$ cat config.mk
export PLATFORM = sky130hd
export DESIGN_NAME = lav_cross
export DESIGN_NICKNAME = d
export VERILOG_FILES = /design/src/hw/rtl/look_at_view_matrix_core_defines.svh /design/src/hw/rtl/lav_pkg.sv /design/src/hw/rtl/lav_cross.sv
export SDC_FILE = /design/constraint.sdc
export NUM_CORES = 2
export LEC_CHECK = 0
export BUFFER_PORTS_ARGS = -buffer_cell sky130_fd_sc_hd__buf_2
export CORE_MARGIN = 2
export CORE_UTILIZATION = 49
export CTS_CLUSTER_DIAMETER = 60
export CTS_CLUSTER_SIZE = 12
export DETAILED_ROUTE_END_ITERATION = 8
export HOLD_SLACK_MARGIN = 0.08
export PLACE_DENSITY = 0.67
export SYNTH_ARGS = -nofsm -noshare
export SYNTH_HDL_FRONTEND = slang
export SYNTH_SLANG_ARGS = --single-unit
$ cat constraint.sdc
create_clock -name i_clk -period 8.3 [get_ports i_clk]
set_input_delay 0.83 -clock i_clk [delete_from_list [all_inputs] [get_ports i_clk]]
set_output_delay 0.83 -clock i_clk [all_outputs]
set_load 0.005 [all_outputs]
$ cat src/hw/rtl/look_at_view_matrix_core_defines.svh
// ----------------------------------------------------------------------------
// look_at_view_matrix_core_defines
// Assertion macros shared by the look-at view matrix RTL.
// ----------------------------------------------------------------------------
`ifndef LOOK_AT_VIEW_MATRIX_CORE_DEFINES_SVH
`define LOOK_AT_VIEW_MATRIX_CORE_DEFINES_SVH

`ifndef SYNTHESIS
// Same-cycle implication, checked outside reset.
`define LAV_ASSERT_IMPLY(label, clk, rst_n, ante, cons) \
    label: assert property (@(posedge clk) disable iff (!rst_n) (ante) |-> (cons)) \
        else $error("look-at view core: implication check failed");
// Next-cycle implication, checked outside reset.
`define LAV_ASSERT_NEXT(label, clk, rst_n, ante, cons) \
    label: assert property (@(posedge clk) disable iff (!rst_n) (ante) |=> (cons)) \
        else $error("look-at view core: next-cycle check failed");
`else
`define LAV_ASSERT_IMPLY(label, clk, rst_n, ante, cons)
`define LAV_ASSERT_NEXT(label, clk, rst_n, ante, cons)
`endif

`endif

$ cat src/hw/rtl/lav_pkg.sv
// ----------------------------------------------------------------------------
// lav_pkg
// Widths, types and helpers shared by the look-at view matrix pipeline.
// ----------------------------------------------------------------------------
`timescale 1ns / 1ps
`default_nettype none

package lav_pkg;

    localparam int AX_W     = 16;   // Q2.14 axis component
    localparam int POS_W    = 24;   // Q12.12 position
    localparam int RAW_W    = 33;   // exact cross product component
    localparam int MAG_W    = 32;   // magnitude of a raw component
    localparam int MSB_W    = 5;    // bit index into a magnitude
    localparam int NRM_W    = 20;   // magnitude after range alignment
    localparam int SQ_W     = 40;
    localparam int SUM_W    = 42;
    localparam int ROOT_W   = 31;   // length, floor(sqrt(sum * 2^20))
    localparam int REM_W    = 64;   // square root remainder
    localparam int NUM_W    = 46;   // divider remainder
    localparam int Q_W      = 15;   // axis quotient magnitude
    localparam int FRAC_SH  = 24;   // numerator scale of the axis divide
    localparam int PRD_W    = 40;   // axis times eye
    localparam int DOT_W    = 42;
    localparam int RND_SH   = 14;   // Q.26 down to Q12.12

    localparam int SQRT_BITS = ROOT_W;
    localparam int DIV_BITS  = Q_W;

    localparam logic [MSB_W-1:0] NRM_TOP = MSB_W'(NRM_W - 1);
    localparam logic [Q_W-1:0]   Q_ONE   = Q_W'(1 << 14);
    localparam logic [DOT_W-1:0] RND_HALF = DOT_W'(1 << (RND_SH - 1));
    localparam logic [DOT_W-1:0] SH_POS_LIM = DOT_W'((1 << (POS_W - 1)) - 1);
    localparam logic [DOT_W-1:0] SH_NEG_LIM = DOT_W'(1 << (POS_W - 1));
    localparam logic signed [POS_W-1:0] SH_MAX = POS_W'((1 << (POS_W - 1)) - 1);
    localparam logic signed [POS_W-1:0] SH_MIN = POS_W'(1 << (POS_W - 1));

    typedef logic signed [AX_W-1:0]  t_ax;
    typedef logic signed [POS_W-1:0] t_pos;
    typedef logic signed [RAW_W-1:0] t_raw;
    typedef t_ax  [2:0] t_ax3;
    typedef t_pos [2:0] t_pos3;
    typedef t_raw [2:0] t_raw3;

    // Side data that rides along each stage.
    typedef struct packed {
        t_pos3 eye;
        t_ax3  up;
        t_ax3  back;
        t_ax3  side;
    } t_carry;

    typedef struct packed {
        t_ax3  side;
        t_ax3  tu;
        t_ax3  back;
        t_pos3 shift;
    } t_rsp;

    function automatic logic [MSB_W-1:0] f_msb(input logic [MAG_W-1:0] x);
        logic [MSB_W-1:0] p;
        p = '0;
        for (int i = 0; i < MAG_W; i++) begin
            if (x[i]) begin
                p = MSB_W'(i);
            end
        end
        return p;
    endfunction

endpackage

`default_nettype wire

$ cat src/hw/rtl/lav_cross.sv
// ----------------------------------------------------------------------------
// lav_cross
// Two-stage exact cross product of two Q2.14 vectors.
// ----------------------------------------------------------------------------
`timescale 1ns / 1ps
`default_nettype none

module lav_cross (
    input  logic            i_clk,
    input  logic            i_rst_n,
    input  logic            i_en,
    input  logic            i_valid,
    input  lav_pkg::t_ax3   i_a,
    input  lav_pkg::t_ax3   i_b,
    input  lav_pkg::t_carry i_carry,
    output logic            o_valid,
    output lav_pkg::t_raw3  o_vec,
    output lav_pkg::t_carry o_carry
);
    import lav_pkg::*;

    localparam int P_W = 2 * AX_W;

    logic                      r1_valid;
    logic signed [5:0][P_W-1:0] r1_prod;
    t_carry                    r1_carry;
    logic                      r2_valid;
    t_raw3                     r2_vec;
    t_carry                    r2_carry;

    function automatic logic signed [P_W-1:0] f_mul(input t_ax a, input t_ax b);
        return P_W'($signed(a)) * P_W'($signed(b));
    endfunction

    always_ff @(posedge i_clk) begin
        if (!i_rst_n) begin
            r1_valid <= 1'b0;
            r2_valid <= 1'b0;
        end else if (i_en) begin
            r1_valid <= i_valid;
            r2_valid <= r1_valid;
        end
    end

    always_ff @(posedge i_clk) begin
        if (i_en) begin
            r1_prod[0] <= f_mul(i_a[1], i_b[2]);
            r1_prod[1] <= f_mul(i_a[2], i_b[1]);
            r1_prod[2] <= f_mul(i_a[2], i_b[0]);
            r1_prod[3] <= f_mul(i_a[0], i_b[2]);
            r1_prod[4] <= f_mul(i_a[0], i_b[1]);
            r1_prod[5] <= f_mul(i_a[1], i_b[0]);
            r1_carry   <= i_carry;
            for (int i = 0; i < 3; i++) begin
                r2_vec[i] <= RAW_W'($signed(r1_prod[2*i]))
                           - RAW_W'($signed(r1_prod[2*i+1]));
            end
            r2_carry <= r1_carry;
        end
    end

    assign o_valid = r2_valid;
    assign o_vec   = r2_vec;
    assign o_carry = r2_carry;

endmodule

`default_nettype wire

After elaboration in Yosys (flattened, before gate mapping)
Index checks and enable logic that the tools add are counted.
{ "word_totals": {"reg_bits": 725, "latchBits": 0, "mem_bits_rw": 0, "mem_bits_ro": 0, "input_bits": 316, "output_inout_bits": 316, "wordCells": 44, "n_memories": 0} }
{ "classes": {"n_addsub": 3, "n_mul": 6, "div": 0, "magnitude_cmp": 0, "eq_ne": 0, "shift": 0, "mux": 0, "bitwise": 0, "reduce_logical": 0} }
{ "ops": {"columns": ["op", "count"], "rows": [
  ["multiplier 16 x 16 -> 32 bit", 6],
  ["subtractor 32 x 32 -> 33 bit", 3]
]} }

Depth between registers and ports, before layout
{ "logic_depth": {"depth_word": 1, "ltp_mapped": 25, "depth_no_buf": 24} }

Least setup slack after synthesis
Ideal clock, no wire load.
{ "synth_timing": {"path_type": "input to register", "startpoint": "input i_a[47] in the netlist's numbering", "endpoint": "register r1_prod[95] in the netlist's numbering (data pin)", "setup_time_ps": 260, "t_arrival_ps": 6863, "required_time_ps": 8040, "path_slack_ps": 1177, "path_stages": 21, "n_path_buf": 2, "path_cell_list": "clkbuf_1 nand2_1 inv_1 fa_1 fa_1 fa_1 fa_1 fa_1 inv_1 fa_1 inv_1 ha_1 clkdlybuf4s50_2 nand3_1 o21ai_0 a41o_1 a21o_1 or4_4 a31o_1 a21oi_2 xnor2_1"} }
{ "synth_between": {"elab_chain_cells": 1} }
{ "synth_rtl": {"columns": ["item", "line_no", "text"], "rows": [
  ["from (decl)", "lav_cross.sv:13", "input lav_pkg::t_ax3 i_a,"],
  ["multiplier 16 x 16 -> 32 bit", "lav_cross.sv:32", "return P_W'($signed(a)) * P_W'($signed(b));"],
  ["to (decl)", "lav_cross.sv:25", "logic signed [5:0][P_W-1:0] r1_prod;"]
]} }
No other way between the ends.
A chain may end at the register's enable or synchronous reset.

Final worst setup path
{ "layout_timing": {"startpoint": "input i_a[40] in the netlist's numbering", "endpoint": "register r1_prod[57] in the netlist's numbering (data pin)"} }
Same word-level chain as after synthesis.

==> metrics <==
status=complete, no violations; Slew @ Worst Pin=1060 ps; critical path class=input pin to flip-flop; Nets=10915; post-synthesis sequential area ratio=0.255; final setup fails=0; Bufs on Longest Clock Path=3; Initial Utilization=0.492; IO Pins=632; DIE HEIGHT=421 um; predominant post-synthesis flop cell=edfxtp_1; die footprint=177000 um2; register bit total from synthesis=725; share of layout cells above drive strength 1=0.0989; Final Non-Filler Cells=10824; Routability Congestion=0.912; Hold Buf Count CTS=0; CTS Sinks=725; DP HPWL=173000 um; Post-Route WL=217000 um; drt wl/cell=20.1 um; Tcrit/Tclk final=0.871; setup repair after global routing missed its margin=false; via density per instance=5.23; Reg clk slew, reported paths=60 ps; max_slew headroom=0.295; max frequency=138 MHz; Synth warnings=0; Pre-antenna DRT Iters=6; Core ar.=173000 um2; Row Count=153; TritonCTS buffer count=84; cts repair resizes=0; post-route minimum period=7230 ps; Post-CTS Setup Bufs=0; CP Data Required Time=8700 ps; area grow syn2layout=9.50%; Root Driver=clkbuf_16; initial antenna violation count=37; hold_ws=298 ps; Cells after DPL=10675; async set or reset register ratio after synthesis=0; commonest cells after routing, fill and taps aside=inv_1 (1838), fa_1 (1575), nand2_1 (795), and2_1 (746), edfxtp_1 (723); Post-route DRC=0; IO buf count=631; post-synth top area share=0.370; startpoint types=input pin; Setup Skew=42.0 ps; Crit. Startpoint=i_a[40]; MaxCap Viol Count=0; total gr overflow=0; CTS tree=yes; FF-to-FF Start=r1_prod[0]$_DFFE_PP_; critical path arrival=7630 ps; die width=421 um; per-instance average area after synthesis=10.7 um2; synthesized cell area=85300 um2; GRT Total Usage=0.252; first-pass GRT wire length=345000 um; Netlist cell types=81; H-tree levels=3; ranking of synthesized cells by area=fa_1 (37%), edfxtp_1 (25%), ha_1 (8.6%); max-slew violations=0; critical path fanouts, max=17; endpoints failing hold=0; vias in the first global route=61773; Critical Path Sink Type=flip-flop; Net Count, Synth=10426; largest net degree at the start of global routing=184; hold_sp=i_carry[195]; DR iter-0 viols=3689; commonest non-fill, non-tap cell in the layout=inv_1; Post-synth EDFFs=723; Yosys top cell by area=fa_1; clk_lat worst skew=700 ps; Post-Syn Instances=7947; setup_tns=0 ps; HP Class=input pin to flip-flop; Vias=56620; Routed Antenna Nets=0
==> layer usage <==
| metal | wire length [um] | part of all wire | vias up | global-route usage |
|---|---|---|---|---|
| li1 | - | - | 25198 | - |
| met1 | 82800 | 0.38 | 29098 | 0.312 |
| met2 | 108000 | 0.50 | 1875 | 0.432 |
| met3 | 14300 | 0.066 | 417 | 0.0413 |
| met4 | 11400 | 0.053 | 32 | 0.120 |
| met5 | 215 | 0.00099 | - | 0 |
==> through the flow <==
stage | util | setup WS, ps | instance area (um2)
CTS | 0.538 | 1260 | 93300
detailed placement | 0.523 | 474 | 90700
global placement | 0.523 | 632 | 90700
floorplan | - | 1180 | 85300
finish | 0.538 | 1070 | 93400
global route | 0.538 | 788 | 93300
==> cell usage after synthesis (all sizes together), types with 3 or more instances <==
cell / instances
o31ai: 16
nor3: 27
o211ai: 13
o2111ai: 6
o41ai: 5
a31oi: 24
a31o: 6
nor2: 232
ha: 588
a21oi: 203
o21ba: 4
o31a: 4
a21o: 98
and2: 746
a221oi: 3
o21bai: 34
nor2b: 29
and3: 13
nand2b: 50
a211oi: 18
nor4: 6
or3: 10
nand4: 15
xnor2: 223
nand2: 795
a311oi: 3
a41oi: 4
a21boi: 7
o21a: 42
a221o: 5
inv: 1838
a211o: 7
a2111oi: 11
nand3: 37
xor2: 65
o221ai: 3
fa: 1575
clkbuf: 290
o21ai: 115
or2: 6
and4: 8
edfxtp: 723
a311o: 3
==> state kept, by name, summed over array words and instances (netlist names) <==
register  flops
o_carry     216
o_valid       1
o_vec        99
r1_carry    216
r1_prod     192
r1_valid      1
==> final timing paths <==
check | end | slack (ps) | depth (start not counted)
setup / recovery | r1_prod[57]$_DFFE_PP_ | 1070 | 22
hold / removal | r1_carry[195]$_DFFE_PP_ | 300 | 1
hold reg to reg | o_carry[126]$_DFFE_PP_ | 380 | 0
setup reg to reg | o_vec[32]$_DFFE_PP_ | 4600 | 13
==> worst max-delay path, cell delays in order <==
cell	delay, ps
buf_2	380
buf_4	360
nand2_1	110
fa_1	500
fa_1	590
fa_1	470
fa_1	540
inv_1	50
fa_1	490
fa_1	410
ha_1	400
a21o_1	140
a21o_1	110
a21oi_1	110
nor2_1	120
nor2_1	90
a2111oi_0	700
buf_4	250
o21ai_0	70
nand2b_1	90
a21oi_1	70
xnor2_1	690
==> kinds of logic after synthesis <==
group	synth area share
adders and majority gates	0.456
buffers and inverters	0.0940
and+or+nand+nor	0.115
xor gates and xnor gates	0.0296
DFF	0.255
muxes	0.000499
AOI/OAI and AO/OA	0.0495
==> cell type report <==
| type | instances | area, um2 |
|---|---|---|
| diodes | 16 | 40.0 |
| clock buffers | 100 | 2160 |
| clock inverters | 33 | 413 |
| fillers | 15144 | 80100 |
| inverters | 1839 | 6900 |
| multi-input cells | 5090 | 55500 |
| flip-flops and latches | 725 | 21800 |
| well taps | 2325 | 2910 |
| repair buffers | 696 | 3680 |
Power is left out: the tool's default activity adds up to more than one toggle a clock period on the data nets, which glitch-free logic cannot reach.
